## config.mk

```make
export PLATFORM = sky130hd
export DESIGN_NAME = depth_to_disparity_row_scan
export DESIGN_NICKNAME = d
export VERILOG_FILES = /design/src/hw/rtl/d2d_pkg.sv /design/src/hw/rtl/d2d_ram.sv /design/src/hw/rtl/d2d_ctrl.sv /design/src/hw/rtl/d2d_dpath.sv /design/src/hw/rtl/depth_to_disparity_row_scan.sv
export VERILOG_INCLUDE_DIRS = /design/src /design/src/hw/rtl
export SDC_FILE = /design/constraint.sdc
export NUM_CORES = 1
export LEC_CHECK = 0
export BUFFER_PORTS_ARGS = -buffer_cell sky130_fd_sc_hd__buf_4
export CORE_AREA = 4 4 335 337
export CTS_CLUSTER_SIZE = 10
export DETAILED_ROUTE_END_ITERATION = 8
export DIE_AREA = 0 0 339 341
export GPL_ROUTABILITY_DRIVEN = 1
export PLACE_DENSITY = 0.56
export SLEW_MARGIN = 10
export SYNTH_ARGS = -nofsm -noshare
export SYNTH_HDL_FRONTEND = slang
export SYNTH_HIERARCHICAL = 1
export SYNTH_SLANG_ARGS = --single-unit
```

## constraint.sdc

```tcl
create_clock -name i_clk -period 3.4 [get_ports i_clk]
set_input_delay 1.02 -clock i_clk [delete_from_list [all_inputs] [get_ports i_clk]]
set_output_delay 1.02 -clock i_clk [all_outputs]
set_load 0.005 [all_outputs]
```

## src/hw/rtl/assert_macros.svh

```systemverilog
// Assertion helpers used by the top-level RTL file.
`ifndef ASSERT_MACROS_SVH
`define ASSERT_MACROS_SVH

// Same-cycle implication, checked on every rising clock edge out of reset.
`define ASSERT_SAME(label, ante, cons) \
    label: assert property (@(posedge i_clk) disable iff (!i_rst_n) (ante) |-> (cons)) \
        else $error("assertion failed: same-cycle implication");

// Next-cycle implication, checked on every rising clock edge out of reset.
`define ASSERT_NEXT(label, ante, cons) \
    label: assert property (@(posedge i_clk) disable iff (!i_rst_n) (ante) |=> (cons)) \
        else $error("assertion failed: next-cycle implication");

`endif

```

## src/hw/rtl/d2d_pkg.sv

```systemverilog
`timescale 1ns / 1ps

package d2d_pkg;

    // Default sizes of the history buffer and of the longest row.
    localparam int HISTORY_DEPTH_DEF = 128;
    localparam int ROW_WIDTH_MAX_DEF = 4096;

    // Field widths.
    localparam int DEPTH_W   = 8;
    localparam int DIST_W    = 7;
    localparam int DISP_W    = 16;
    localparam int DISP_SHIFT = 9;
    localparam int CFG_IDX_W = 1;

    // Configuration register indexes.
    localparam logic [CFG_IDX_W-1:0] CFG_TOP_DIST    = 1'b0;
    localparam logic [CFG_IDX_W-1:0] CFG_BOTTOM_DIST = 1'b1;

    // Register reset values.
    localparam logic [DIST_W-1:0] TOP_DIST_RST    = 7'd64;
    localparam logic [DIST_W-1:0] BOTTOM_DIST_RST = 7'd0;

    // Controller states.
    typedef enum logic [1:0] {
        ST_IDLE,
        ST_READ,
        ST_CMP
    } t_state;

    // Commands from the controller to the datapath.
    typedef struct packed {
        logic accept;
        logic step;
        logic load_out;
        logic found;
    } t_cmd;

    // Status from the datapath to the controller.
    typedef struct packed {
        logic empty;
        logic last;
        logic hit;
        logic blank;
    } t_sts;

endpackage

```

## src/hw/rtl/d2d_ram.sv

```systemverilog
`timescale 1ns / 1ps

module d2d_ram #(
    parameter int WIDTH = 8,
    parameter int DEPTH = 128
) (
    input  logic                                      i_clk,
    input  logic                                      i_we,
    input  logic [((DEPTH > 1) ? $clog2(DEPTH) : 1)-1:0] i_waddr,
    input  logic [WIDTH-1:0]                          i_wdata,
    input  logic [((DEPTH > 1) ? $clog2(DEPTH) : 1)-1:0] i_raddr,
    output logic [WIDTH-1:0]                          o_rdata
);

    logic [WIDTH-1:0] r_mem [DEPTH];
    logic [WIDTH-1:0] r_rdata;

    // One write port and one registered read port.
    always_ff @(posedge i_clk) begin
        if (i_we) begin
            r_mem[i_waddr] <= i_wdata;
        end
        r_rdata <= r_mem[i_raddr];
    end

    assign o_rdata = r_rdata;

endmodule

```

## src/hw/rtl/d2d_ctrl.sv

```systemverilog
`timescale 1ns / 1ps

module d2d_ctrl
    import d2d_pkg::*;
(
    input  logic i_clk,
    input  logic i_rst_n,
    input  logic i_in_valid,
    output logic o_in_ready,
    input  logic i_out_ready,
    output logic o_out_valid,
    input  t_sts i_sts,
    output t_cmd o_cmd
);

    t_state r_state;
    t_state n_state;
    logic   r_out_valid;
    logic   n_out_valid;
    logic   out_free;

    // The output register can take a result when empty or when it drains now.
    assign out_free = !r_out_valid || i_out_ready;

    // Next state.
    always_comb begin
        n_state = r_state;
        case (r_state)
            ST_IDLE: begin
                if (i_in_valid) begin
                    n_state = ST_READ;
                end
            end
            ST_READ: begin
                if (i_sts.empty) begin
                    if (out_free) begin
                        n_state = ST_IDLE;
                    end
                end else begin
                    n_state = ST_CMP;
                end
            end
            ST_CMP: begin
                if (i_sts.hit || i_sts.last) begin
                    if (out_free) begin
                        n_state = ST_IDLE;
                    end
                end else begin
                    n_state = ST_READ;
                end
            end
            default: begin
                n_state = ST_IDLE;
            end
        endcase
    end

    // Commands to the datapath.
    always_comb begin
        o_cmd      = '0;
        o_in_ready = 1'b0;
        case (r_state)
            ST_IDLE: begin
                o_in_ready   = 1'b1;
                o_cmd.accept = i_in_valid;
            end
            ST_READ: begin
                if (i_sts.empty && out_free) begin
                    o_cmd.load_out = 1'b1;
                end
            end
            ST_CMP: begin
                if (i_sts.hit || i_sts.last) begin
                    if (out_free) begin
                        o_cmd.load_out = 1'b1;
                        o_cmd.found    = i_sts.hit && !i_sts.blank;
                    end
                end else begin
                    o_cmd.step = 1'b1;
                end
            end
            default: begin
                o_cmd = '0;
            end
        endcase
    end

    // The output valid flag rises on a load and falls on a transfer.
    always_comb begin
        n_out_valid = r_out_valid;
        if (o_cmd.load_out) begin
            n_out_valid = 1'b1;
        end else if (i_out_ready) begin
            n_out_valid = 1'b0;
        end
    end

    always_ff @(posedge i_clk) begin
        if (!i_rst_n) begin
            r_state     <= ST_IDLE;
            r_out_valid <= 1'b0;
        end else begin
            r_state     <= n_state;
            r_out_valid <= n_out_valid;
        end
    end

    assign o_out_valid = r_out_valid;

endmodule

```

## src/hw/rtl/d2d_dpath.sv

```systemverilog
`timescale 1ns / 1ps

module d2d_dpath
    import d2d_pkg::*;
#(
    parameter int HISTORY_DEPTH = HISTORY_DEPTH_DEF,
    parameter int ROW_WIDTH_MAX = ROW_WIDTH_MAX_DEF
) (
    input  logic                 i_clk,
    input  logic                 i_rst_n,
    input  logic                 i_cfg_valid,
    input  logic [CFG_IDX_W-1:0] i_cfg_index,
    input  logic [DIST_W-1:0]    i_cfg_data,
    input  logic [DEPTH_W-1:0]   i_depth_value,
    input  logic                 i_row_start,
    input  t_cmd                 i_cmd,
    output t_sts                 o_sts,
    output logic [DISP_W-1:0]    o_disparity,
    output logic                 o_found
);

    localparam int PTR_W = (HISTORY_DEPTH > 1) ? $clog2(HISTORY_DEPTH) : 1;
    localparam int COL_W = $clog2(ROW_WIDTH_MAX);
    // Wide enough for the column, the last history entry and twice the bottom distance.
    localparam int CMP_W = (COL_W > 11) ? COL_W : 11;
    localparam int ADR_W = PTR_W + 1;

    logic [DIST_W-1:0]  r_max;
    logic [DIST_W-1:0]  r_min;
    logic [DIST_W-1:0]  r_d;
    logic [DIST_W-1:0]  n_d;
    logic [PTR_W-1:0]   r_wptr;
    logic [PTR_W-1:0]   n_wptr;
    logic [PTR_W-1:0]   r_cur;
    logic [COL_W-1:0]   r_col;
    logic [COL_W-1:0]   n_col;
    logic               r_empty;
    logic               r_blank;
    logic [DISP_W-1:0]  r_disp;
    logic               r_found;

    logic [COL_W-1:0]   col_now;
    logic [CMP_W-1:0]   col_x;
    logic [CMP_W-1:0]   lim_x;
    logic [CMP_W-1:0]   start_x;
    logic               empty_now;
    logic               blank_now;
    logic [ADR_W-1:0]   cur_x;
    logic [ADR_W-1:0]   d_x;
    logic [ADR_W-1:0]   rd_x;
    logic [PTR_W-1:0]   rd_addr;
    logic [DEPTH_W-1:0] hist_q;

    // Configuration writes; the port is always ready.
    always_ff @(posedge i_clk) begin
        if (!i_rst_n) begin
            r_max <= TOP_DIST_RST;
            r_min <= BOTTOM_DIST_RST;
        end else if (i_cfg_valid) begin
            case (i_cfg_index)
                CFG_TOP_DIST:    r_max <= i_cfg_data;
                CFG_BOTTOM_DIST: r_min <= i_cfg_data;
                default: begin
                    r_max <= r_max;
                end
            endcase
        end
    end

    // First distance tried is the smallest of the range top, the column and the last entry.
    always_comb begin
        col_now   = i_row_start ? '0 : r_col;
        col_x     = CMP_W'(col_now);
        lim_x     = (CMP_W'(r_max) < col_x) ? CMP_W'(r_max) : col_x;
        start_x   = (lim_x < CMP_W'(HISTORY_DEPTH - 1)) ? lim_x : CMP_W'(HISTORY_DEPTH - 1);
        empty_now = start_x < CMP_W'(r_min);
        blank_now = col_x < (CMP_W'(r_min) << 1);
        n_col     = (col_now < COL_W'(ROW_WIDTH_MAX - 1)) ? col_now + 1'b1 : col_now;
        n_wptr    = (r_wptr == PTR_W'(HISTORY_DEPTH - 1)) ? '0 : r_wptr + 1'b1;
        n_d       = i_cmd.accept ? start_x[DIST_W-1:0] : r_d - 1'b1;
    end

    // Column counter and write pointer of the circular history.
    always_ff @(posedge i_clk) begin
        if (!i_rst_n) begin
            r_col  <= '0;
            r_wptr <= '0;
        end else if (i_cmd.accept) begin
            r_col  <= n_col;
            r_wptr <= n_wptr;
        end
    end

    // Per-item search registers.
    always_ff @(posedge i_clk) begin
        if (i_cmd.accept) begin
            r_cur   <= r_wptr;
            r_empty <= empty_now;
            r_blank <= blank_now;
        end
        if (i_cmd.accept || i_cmd.step) begin
            r_d <= n_d;
        end
    end

    // Entry d back from the current pixel, wrapped around the buffer.
    always_comb begin
        cur_x   = ADR_W'(r_cur);
        d_x     = ADR_W'(r_d);
        rd_x    = (cur_x >= d_x) ? cur_x - d_x : cur_x + ADR_W'(HISTORY_DEPTH) - d_x;
        rd_addr = rd_x[PTR_W-1:0];
    end

    d2d_ram #(
        .WIDTH(DEPTH_W),
        .DEPTH(HISTORY_DEPTH)
    ) u_hist (
        .i_clk  (i_clk),
        .i_we   (i_cmd.accept),
        .i_waddr(r_wptr),
        .i_wdata(i_depth_value),
        .i_raddr(rd_addr),
        .o_rdata(hist_q)
    );

    // Status for the controller.
    always_comb begin
        o_sts.empty = r_empty;
        o_sts.last  = (r_d == r_min);
        o_sts.hit   = hist_q >= {1'b0, r_d};
        o_sts.blank = r_blank;
    end

    // Result register; 512 times a 7-bit depth never exceeds the 16-bit limit.
    always_ff @(posedge i_clk) begin
        if (i_cmd.load_out) begin
            r_disp  <= i_cmd.found ? {r_d, {DISP_SHIFT{1'b0}}} : '0;
            r_found <= i_cmd.found;
        end
    end

    assign o_disparity = r_disp;
    assign o_found     = r_found;

endmodule

```

## src/hw/rtl/depth_to_disparity_row_scan.sv

```systemverilog
`timescale 1ns / 1ps
// Channel       Direction  Transfer when                  Payload
// s_axis        in         s_axis_tvalid & s_axis_tready  tdata: depth_value; tuser: row_start
// m_axis        out        m_axis_tvalid & m_axis_tready  tdata: disparity; tuser: found
// cfg           in         i_cfg_valid & o_cfg_ready      index, 7-bit register value
//
// A pixel is taken only while the block is idle; its search then tries each depth
// from the top of the range down (1 to HISTORY_DEPTH of them), each try being one read
// of the history RAM and one compare. A pixel whose search range is empty tries none.
// Reset is synchronous and active low; the history RAM needs no clearing.
// A result held in the output register stalls the search only when the next
// result is ready and the register has not been taken.

module depth_to_disparity_row_scan
    import d2d_pkg::*;
#(
    parameter int HISTORY_DEPTH = HISTORY_DEPTH_DEF,
    parameter int ROW_WIDTH_MAX = ROW_WIDTH_MAX_DEF
) (
    input  logic                 i_clk,
    input  logic                 i_rst_n,
    input  logic                 s_axis_tvalid,
    output logic                 s_axis_tready,
    input  logic [DEPTH_W-1:0]   s_axis_tdata,   // [7:0] depth_value
    input  logic                 s_axis_tuser,   // [0] row_start
    output logic                 m_axis_tvalid,
    input  logic                 m_axis_tready,
    output logic [DISP_W-1:0]    m_axis_tdata,   // [15:0] disparity
    output logic                 m_axis_tuser,   // [0] found
    input  logic                 i_cfg_valid,
    output logic                 o_cfg_ready,
    input  logic [CFG_IDX_W-1:0] i_cfg_index,
    input  logic [DIST_W-1:0]    i_cfg_data
);

`include "assert_macros.svh"

    t_cmd cmd;
    t_sts sts;

    assign o_cfg_ready = 1'b1;

    d2d_ctrl u_ctrl (
        .i_clk      (i_clk),
        .i_rst_n    (i_rst_n),
        .i_in_valid (s_axis_tvalid),
        .o_in_ready (s_axis_tready),
        .i_out_ready(m_axis_tready),
        .o_out_valid(m_axis_tvalid),
        .i_sts      (sts),
        .o_cmd      (cmd)
    );

    d2d_dpath #(
        .HISTORY_DEPTH(HISTORY_DEPTH),
        .ROW_WIDTH_MAX(ROW_WIDTH_MAX)
    ) u_dpath (
        .i_clk        (i_clk),
        .i_rst_n      (i_rst_n),
        .i_cfg_valid  (i_cfg_valid),
        .i_cfg_index  (i_cfg_index),
        .i_cfg_data   (i_cfg_data),
        .i_depth_value(s_axis_tdata),
        .i_row_start  (s_axis_tuser),
        .i_cmd        (cmd),
        .o_sts        (sts),
        .o_disparity  (m_axis_tdata),
        .o_found      (m_axis_tuser)
    );

    // A result is loaded only into a free output register.
    `ASSERT_SAME(a_load_free, cmd.load_out, !m_axis_tvalid || m_axis_tready)
    // Accepting a pixel never coincides with finishing one or stepping a search.
    `ASSERT_SAME(a_accept_excl, cmd.accept, !cmd.load_out && !cmd.step)
    // After a pixel is taken the block is busy with its search.
    `ASSERT_NEXT(a_busy_after, cmd.accept, !s_axis_tready)
    // An unmatched or blanked result carries zero disparity.
    `ASSERT_SAME(a_zero_miss, m_axis_tvalid && !m_axis_tuser, m_axis_tdata == '0)

endmodule

```

-- After elaboration in Yosys (flattened, before gate mapping)
Memories as Yosys holds them, arrays and structs flattened. A register that Yosys moved wholly into a read port is not among the register bits.
Index checks and enable logic that the tools add are counted.
- mux-type cells: 25
- order comparisons: 7
- $add $sub $neg: 6
- bitwise gates (word level): 1
- reduce and logical (&&, ||, !) cells: 11
- eq/ne operators: 5
- operators with widths (operator ; count):
    $mux W12 ; 4
    $mux W7 ; 3
    $add A7 B1 Y7 const B ; 2
    $sub A7 B7 Y7 ; 2
    $add A12 B1 Y12 const B ; 1
    $lt A12 B12 Y1 const B ; 1
    $lt A12 B7 Y1 ; 1
    $lt A12 B7 Y1 const B ; 1
    $lt A12 B8 Y1 ; 1
    $lt A7 B12 Y1 ; 1
    $mux W2 ; 6
    $mux W1 ; 10
    $ge A8 B7 Y1 ; 1
    $eq A7 B7 Y1 ; 1
    $eq A7 B7 Y1 const B ; 1
    $ge A7 B7 Y1 ; 1
    $sub A7 B1 Y7 const B ; 1
    $pmux W2 S3 ; 1
    $reduce_and A2 Y1 ; 2
    $logic_or A1 B1 Y1 ; 3
    $eq A2 B1 Y1 const B ; 1
    $eq A2 B2 Y1 const B ; 1
    $logic_and A1 B1 Y1 ; 2
    $logic_not A1 Y1 ; 2
    other kinds (5) ; 5
- RAM bits: 1024
- input port bits: 22
- word-level logic and storage cells: 69
- output and inout bits: 20
- memories: 1
- bits in registers: 69
- memories (memory ; words ; width ; read ports ; clocked after Yosys merged registers in ; write ports ; line ; text):
    u_dpath.u_hist.r_mem ; 128 ; 8 ; 1 ; 1 ; 1 ; d2d_ram.sv:15 ; logic [WIDTH-1:0] r_mem [DEPTH];

-- Depth between registers and ports, before layout
Gate-level depths: netlist of run 1.
- depth after elaboration: 6
- mapped depth: 13
- mapped depth without buffers: 12

-- Modules after synthesis
Netlist of run 1, hierarchy kept.
- by module, submodules not included (module ; cells an instance ; area an instance (um^2) ; sequential area each (um^2) ; times used):
    d2d_ram ; 1635 ; 39665.5 ; 30909.6 ; 1
    d2d_dpath ; 368 ; 3485.8 ; 1381.3 ; 1
    d2d_ctrl ; 35 ; 272.8 ; 60.1 ; 1
    depth_to_disparity_row_scan ; 2 ; 11.3 ; 0.0 ; 1

-- Least setup slack after synthesis of run 1
No wires, ideal clock.
- path kind: flip-flop to flip-flop
- start point: register u_dpath.r_d[0]
- end point: register u_dpath.u_hist.r_rdata[0], in the netlist u_dpath/u_hist/o_rdata[0] (read register of u_dpath.u_hist.r_mem)
- library setup time: 0.121 ns
- arrival time: 3.519 ns
- slack: -0.239 ns
- data required time: 3.279 ns
- period minus slack after synthesis: 3.639 ns
- stages on the path, launching flop included: 10
- buffers on the path: 2
- path through: edfxtp_1 > ha_1 > fa_1 > xnor2_1 > buf_1 > buf_1 > mux4_2 > mux4_2 > mux4_2 > mux2_2
- longest elaborated chain between the ends: 2
- elaborated cells between the ends (all ways): 4
- classes of those cells: 2 x add/sub; 1 x order compare; 1 x mux
- ends and longest elaborated chain (item ; line ; text):
    from (decl) ; d2d_dpath.sv:30 ; logic [DIST_W-1:0] r_d;
    from (signal assigned) ; d2d_dpath.sv:102 ; r_d <= n_d;
    $sub A7 B7 Y7 or $ge A7 B7 Y1 (tied branches) ; d2d_dpath.sv:110 ; rd_x = (cur_x >= d_x) ? cur_x - d_x : cur_x + ADR_W'(HISTORY_DEPTH) - d_x;
    $mux W7 * ; d2d_dpath.sv:110 ;
    via u_dpath.rd_x[2] ; d2d_dpath.sv:50 ; logic [ADR_W-1:0] rd_x;
    to (decl) ; d2d_ram.sv:16 ; logic [WIDTH-1:0] r_rdata;
The timed path passes the listed nets; every way through them passes the cells marked *.
A chain may end at the register's enable or synchronous reset.

-- Worst setup path after layout of run 1
Same ends and word-level chain as after synthesis.

==> Implementation_results.wiki, run 1 <==
{| class="wikitable"
! Metric !! Value
|-
| Net switching power || 8.18 mW
|-
| Post-detailed-route wirelength per cell || 27.7 um
|-
| Final Instance Area || 51500 um2
|-
| Overall power consumption || 33.2 mW
|-
| Fraction of synthesized cell area taken by the top area cell type || 72.5%
|-
| Remaining DRCs || 0
|-
| Critical Setup Path Class || flop to flop
|-
| Area of the core || 109000 um2
|-
| Number of hold violations in the final report || 0
|-
| Post-detailed-placement cell area || 47600 um2
|-
| Flop2flop setup slack || -0.22 ns
|-
| Critical Path Start || u_dpath/r_d[0]
|-
| End of the worst register-to-register path || u_dpath/u_hist/o_rdata[0]
|-
| GRT Overall Usage || 18.5%
|-
| Share of final-layout standard cells stronger than drive strength 1 || 33.9%
|-
| Std-Cell Rows || 121
|-
| Critical register-to-register path startpoint || u_dpath/r_d[0]
|-
| Die outline height || 341 um
|-
| Count of fill cells added during filler insertion || 8877
|-
| Ports || 42
|-
| Starting Density || 39.9%
|-
| Peak Freq || 276 MHz
|-
| Count of state elements after synthesis || 1092
|-
| Violated checks || setup timing
|-
| TritonCTS clock tree || built
|-
| Area leader, netlist || sky130_fd_sc_hd__edfxtp_1
|-
| Status || complete, but fails checks
|-
| Logic pwr share || 19.8%
|-
| Inserted Diodes || 0
|-
| Rel. slew slack || 47.5%
|-
| Number of standard cells after synthesis || 2040
|-
| Final setup violation count || 8
|-
| First-pass iteration count of the detailed router || 7
|-
| Pre-CTS WS || -0.400 ns
|-
| RSZ-0062 raised after global routing || true
|-
| Cell area after technology mapping || 43400 um2
|-
| Number of flops mapped to enable cells by yosys || 1048
|-
| Power Density || 644 nW/um2
|-
| Final ANT Viol Nets || 0
|-
| Vias after detailed routing || 21400
|-
| Count of distinct cell types in the synthesized netlist || 59
|-
| Post-Route Utilization || 47.3%
|-
| Class of the tightest hold or removal check || flop to flop
|-
| Post-synthesis async set-or-reset flop share || 0%
|-
| Clock-pin transition on the worst setup and hold timing paths || 0.06 ns
|-
| Largest clock skew in the final design || 0.0202 ns
|-
| Maximum number of pins on one net before global-route repair || 69
|-
| Synth cell count leaders || sky130_fd_sc_hd__edfxtp_1, sky130_fd_sc_hd__mux4_2, sky130_fd_sc_hd__nor2_1
|-
| Floorplan die area || 116000 um2
|-
| Post-detailed-routing wire length || 107000 um
|-
| Total leakage power || 16.8 nW
|-
| Initial antenna violation count || 1
|-
| Inserted Clock Buffers || 121
|-
| Period Utilization, post-route || 106%
|-
| Clk buf depth || 3
|-
| Average vias per placed instance || 5.55
|-
| Data required time at the worst endpoint || 3.98 ns
|-
| Leftover overflow at the end of global routing || 0
|-
| Clock net sink count || 1092
|-
| Cell with the most instances after synthesis || sky130_fd_sc_hd__edfxtp_1
|-
| Number of global-route vias before repair || 22500
|-
| CTS Hold Buffers Added || 0
|-
| Cell at the root of the clock tree || sky130_fd_sc_hd__clkbuf_16
|-
| Final max-slew violation count || 0
|-
| Maximum resistive drop on vdd || 414 uV
|-
| Clock network fraction of total power || 35.1%
|-
| Clock latency of the later-clocked register in the worst-skew pair || 0.69 ns
|-
| Worst reg-to-reg path cell count || 10
|-
| Last weighted congestion value of the routability-driven placer || 0.836
|-
| Internal power || 25.0 mW
|-
| H-tree Lvls || 3
|-
| Switching power share of the total || 24.7%
|-
| Wire length of the first global-routing pass || 157000 um
|-
| Crit path max fanout || 8
|-
| Final worst-path setup slack || -0.220 ns
|-
| Cell types with the largest area share after synthesis || sky130_fd_sc_hd__edfxtp_1, sky130_fd_sc_hd__mux4_2, sky130_fd_sc_hd__dfxtp_1, sky130_fd_sc_hd__nor2_1, sky130_fd_sc_hd__ha_1
|-
| DPL Wire Length || 69000 um
|-
| Sequential cell fraction of total power || 45.0%
|-
| Time the final worst path needs with I/O delays and setup || 3.62 ns
|-
| Nature of the critical path startpoint || flop
|-
| Post-Synthesis Mean Instance Area || 21.3 um2
|-
| Yosys Warn Count || 6
|-
| Floorplan die width || 339 um
|-
| Register area share after synthesis || 74.5%
|-
| Input/output buffers || 31
|-
| Most used flip-flop cell after synthesis || sky130_fd_sc_hd__edfxtp_1
|-
| Growth of design area from synthesis to finish || 18.6%
|-
| Critical path capture point || u_dpath/u_hist/o_rdata[0]
|-
| Slew at the pin with the worst max-slew slack || 0.788 ns
|-
| Data arrival time of the worst path || 4.20 ns
|-
| Nets@finish || 2441
|-
| DRC marker count from the first detailed-route iteration || 2222
|-
| Maximum capacitance violations || 0
|-
| Endpoint type of the worst setup path || flop
|}
registers in the layout (all words and copies together) (netlist names):
signal and cells:
u_dpath/u_hist/r_mem 1024, u_dpath/r_col 12, u_dpath/u_hist/o_rdata 8, u_dpath/o_disparity 7
u_dpath/r_cur 7, u_dpath/r_d 7, u_dpath/r_max 7, u_dpath/r_min 7
u_dpath/r_wptr 7, u_ctrl/r_state 2, u_ctrl/o_out_valid 1, u_dpath/o_found 1
u_dpath/r_blank 1, u_dpath/r_empty 1
layout by cell type, fill, tap and decap left out, drive strengths merged, types with 21 or more instances in the layout:
master	Yosys	final
edfxtp	1048	1048
mux4	336	336
buf	59	316
clkbuf	53	180
nor2	144	144
nand2	57	57
dfxtp	44	44
ha	38	38
inv	34	38
nand3	29	29
xnor2	21	21
through the flow:
step / TNS [ns] / hold slack (ns) / instances
final: -1.43 / 0.511 / 3855
after detailed placement: -2.98 / 0.503 / 3652
after floorplan: -0.0411 / 0.468 / 2048
after global routing: -2.05 / 0.535 / 3855
after CTS: -2.25 / 0.510 / 3849
after global placement: -3.24 / 0.499 / 3652
power by group through the flow:
stage | sequential [mW] | combinational, mW | clock (mW)
floorplan | 15.2 | 3.63 | 0
global placement | 15.2 | 6.16 | 0
detailed placement | 15.2 | 6.20 | 0
CTS | 14.9 | 6.57 | 11.9
global route | 14.9 | 6.90 | 12.6
finish | 14.9 | 6.58 | 11.7
what timing repair did:
| action | 4_1_cts | 5_1_grt |
|---|---|---|
| resized for setup | 20 | 10 |
| setup endpoints to repair | 8 | 16 |
| setup buffers | 9 | 4 |
| cloned | 6 | 5 |
| pin swaps | 2 | 4 |
critical path, stage by stage (launching register included):
cell	delay, ns
sky130_fd_sc_hd__edfxtp_1	0.40
sky130_fd_sc_hd__ha_2	0.21
sky130_fd_sc_hd__fa_2	0.39
sky130_fd_sc_hd__xnor2_4	0.23
sky130_fd_sc_hd__buf_12	0.18
sky130_fd_sc_hd__buf_12	0.15
sky130_fd_sc_hd__buf_12	0.14
sky130_fd_sc_hd__mux4_2	0.36
sky130_fd_sc_hd__mux4_2	0.56
sky130_fd_sc_hd__mux4_2	0.58
sky130_fd_sc_hd__mux2_4	0.29
layer usage:
layer  up-vias  part of all wire (%)  GRT usage (%)
li1       9076                     -              -
met1     11500                    42           25.4
met2       722                    50           30.9
met3       157                   5.8           3.11
met4         0                   2.5           4.62
met5         -                     0              0
worst min path at each step:
stage | cells after the start | startpoint | slack (ns) | to
after global placement | 2 | u_dpath/r_col[11] | 0.50 | u_dpath/r_col[11]
after CTS | 3 | i_cfg_data[6] | 0.51 | u_dpath/r_max[6]
final | 2 | u_dpath/r_min[2] | 0.51 | u_dpath/r_min[2]
after detailed placement | 2 | u_dpath/r_min[5] | 0.50 | u_dpath/r_min[5]
after floorplan | 2 | u_dpath/r_min[1] | 0.47 | u_dpath/r_min[1]
after global routing | 2 | u_dpath/r_min[2] | 0.54 | u_dpath/r_min[2]
kinds of logic (layout without fill, tap and decap cells):
family | Yosys count | count (layout) | share of synthesized area, %
xor+xnor | 31 | 31 | 0.625
mux | 360 | 360 | 18.0
buf+inv | 147 | 540 | 1.56
fa+ha+maj | 39 | 39 | 1.14
flops | 1092 | 1092 | 74.5
simple gates | 305 | 305 | 3.19
compound gates | 64 | 64 | 0.977
other cells | 2 | 10 | 0.0173
final cells by class:
class / count / area [um2] / area share (%)
Tap cell: 1414 / 1770 / 3.43
Timing Repair Buffer: 321 / 3190 / 6.19
Clock inverter: 9 / 134 / 0.260
Inverter: 35 / 145 / 0.282
Sequential cell: 1092 / 32400 / 62.8
Clock buffer: 175 / 3310 / 6.43
Multi-Input combinational cell: 809 / 10600 / 20.6
Power figures use the tool's default switching activity.
==> run 2, diff against run 1 <==
--- a/config.mk
+++ b/config.mk
@@ -13,6 +13,7 @@
 export DIE_AREA = 0 0 339 341
 export GPL_ROUTABILITY_DRIVEN = 1
 export PLACE_DENSITY = 0.56
+export REMOVE_ABC_BUFFERS = 1
 export SLEW_MARGIN = 10
 export SYNTH_ARGS = -nofsm -noshare
 export SYNTH_HDL_FRONTEND = slang
==> Implementation_results.wiki, run 2 (synthesized netlist as in run 1, its figures left out) <==
{| class="wikitable"
! Metric !! Value
|-
| Area of the core || 109000 um2
|-
| Most frequent cells in the layout || sky130_fd_sc_hd__edfxtp_1, sky130_fd_sc_hd__mux4_2, sky130_fd_sc_hd__buf_4, sky130_fd_sc_hd__nor2_1, sky130_fd_sc_hd__clkbuf_16
|-
| Power Density || 656 nW/um2
|-
| Last weighted congestion value of the routability-driven placer || 0.811
|-
| Maximum capacitance violations || 0
|-
| Final max-slew violation count || 0
|-
| First-pass iteration count of the detailed router || 5
|-
| Die outline height || 341 um
|-
| Storage element area || 32400 um2
|-
| Maximum number of pins on one net before global-route repair || 84
|-
| Final worst-path setup slack || -0.235 ns
|-
| Cell at the root of the clock tree || sky130_fd_sc_hd__clkbuf_16
|-
| Starting Density || 39.9%
|-
| Std-Cell Rows || 121
|-
| Data required time at the worst endpoint || 4.00 ns
|-
| Endpoint type of the worst setup path || flop
|-
| Clk buf depth || 3
|-
| Overall power consumption || 33.8 mW
|-
| Post-Place Cells || 3633
|-
| Post-detailed-placement cell area || 47300 um2
|-
| Clock net sink count || 1092
|-
| Total leakage power || 16.8 nW
|-
| Cell Count, Final, Fillers Out || 3830
|-
| Final setup violation count || 8
|-
| Post-Route Utilization || 47.3%
|-
| Class of the tightest hold or removal check || flop to flop
|-
| Final Instance Area || 51500 um2
|-
| RSZ-0062 raised after global routing || true
|-
| Clock-pin transition on the worst setup and hold timing paths || 0.06 ns
|-
| Initial antenna violation count || 2
|-
| Wire length of the first global-routing pass || 153000 um
|-
| Time the final worst path needs with I/O delays and setup || 3.63 ns
|-
| DRC marker count from the first detailed-route iteration || 2134
|-
| Ports || 42
|-
| Status || complete, but fails checks
|-
| Vias after detailed routing || 21300
|-
| Rel. slew slack || 23.7%
|-
| Period Utilization, post-route || 107%
|-
| Share of final-layout standard cells stronger than drive strength 1 || 33.7%
|-
| Clock latency of the later-clocked register in the worst-skew pair || 0.72 ns
|-
| Flip-flop count of the largest register, all copies and words added || 1024
|-
| Maximum resistive drop on vdd || 381 uV
|-
| Largest clock skew in the final design || 0.0302 ns
|-
| Growth of design area from synthesis to finish || 18.6%
|-
| Critical Setup Path Class || flop to flop
|-
| Nature of the critical path startpoint || flop
|-
| Most common cell after layout, fill and taps aside || sky130_fd_sc_hd__edfxtp_1
|-
| Hold Worst Slack || 0.506 ns
|-
| Input/output buffers || 31
|-
| GRT Overall Usage || 18.1%
|-
| Violated checks || setup timing
|-
| Multi-input gate area || 10500 um2
|-
| Floorplan die width || 339 um
|-
| Post-detailed-route wirelength per cell || 27.1 um
|-
| Count of fill cells added during filler insertion || 8772
|-
| Post-detailed-routing wire length || 104000 um
|-
| Inserted Clock Buffers || 130
|-
| Largest register by flop count || u_dpath/u_hist/r_mem
|-
| Final ANT Viol Nets || 0
|-
| DPL Wire Length || 65800 um
|-
| Data arrival time of the worst path || 4.23 ns
|-
| Peak Freq || 275 MHz
|-
| Floorplan die area || 116000 um2
|-
| H-tree Lvls || 4
|-
| Leftover overflow at the end of global routing || 0
|-
| Nets@finish || 2431
|-
| Slew at the pin with the worst max-slew slack || 1.14 ns
|-
| Number of hold violations in the final report || 0
|-
| Remaining DRCs || 0
|-
| Number of global-route vias before repair || 22200
|-
| Average vias per placed instance || 5.56
|-
| TritonCTS clock tree || built
|-
| Flop2flop setup slack || -0.23 ns
|-
| Crit path max fanout || 6
|}
[run 2: per-layer routing]
| layer | global-route usage, % | up-vias | routed length [um] |
|---|---|---|---|
| met2 | 29.1 | 729 | 50400 |
| met5 | 0 | - | 0 |
| met1 | 25.0 | 11400 | 43300 |
| met3 | 3.91 | 155 | 7410 |
| li1 | - | 9058 | - |
| met4 | 5.42 | 0 | 2560 |
[run 2: repair_timing]
item	CTS	global route
pin swaps	3	3
cloned	9	2
setup endpoints to repair	8	8
endpoints found under the hold margin	0	0
buffers inserted	10	2
hold buffers	0	0
resized for setup	28	6
[run 2: report_power, final]
| part | switching (mW) | internal, mW | total, mW |
|---|---|---|---|
| Clock | 5.06 | 7.36 | 12.4 |
| Sequential | 0.0689 | 14.9 | 14.9 |
| Combinational | 3.15 | 3.29 | 6.44 |
[run 2: layout make-up]
| class | count | share of cell area (%) |
|---|---|---|
| diodes | 2 | 0.00972 |
| clock buffers | 159 | 6.74 |
| clock inverters | 17 | 0.466 |
| inverters | 35 | 0.275 |
| multi-input cells | 809 | 20.4 |
| flip-flops and latches | 1092 | 62.8 |
| well taps | 1414 | 3.44 |
| repair buffers | 302 | 5.87 |
[run 2: worst paths after layout]
path,start,end,depth (start not counted)
hold reg to reg,u_dpath/r_min[4],u_dpath/r_min[4],2
hold / removal,u_dpath/r_min[4],u_dpath/r_min[4],2
setup / recovery,u_dpath/r_d[0],u_dpath/u_hist/o_rdata[0],11
setup reg to reg,u_dpath/r_d[0],u_dpath/u_hist/o_rdata[0],11
[run 2: stage by stage]
stage / setup WS [ns] / setup TNS (ns)
after floorplan: -13.00 / -104.10
after global placement: -0.390 / -2.91
after detailed placement: -0.469 / -3.22
after CTS: -0.224 / -1.72
after global routing: -0.284 / -2.02
final: -0.235 / -1.68
[run 2: critical path: stages, from the launching register on]
cell                       delay [ns]
sky130_fd_sc_hd__edfxtp_1        0.41
sky130_fd_sc_hd__ha_2            0.22
sky130_fd_sc_hd__fa_2            0.37
sky130_fd_sc_hd__xnor2_2         0.15
sky130_fd_sc_hd__buf_6           0.19
sky130_fd_sc_hd__buf_12          0.15
sky130_fd_sc_hd__buf_12          0.16
sky130_fd_sc_hd__buf_12          0.14
sky130_fd_sc_hd__mux4_2          0.31
sky130_fd_sc_hd__mux4_2          0.60
sky130_fd_sc_hd__mux4_2          0.53
sky130_fd_sc_hd__mux2_4          0.27
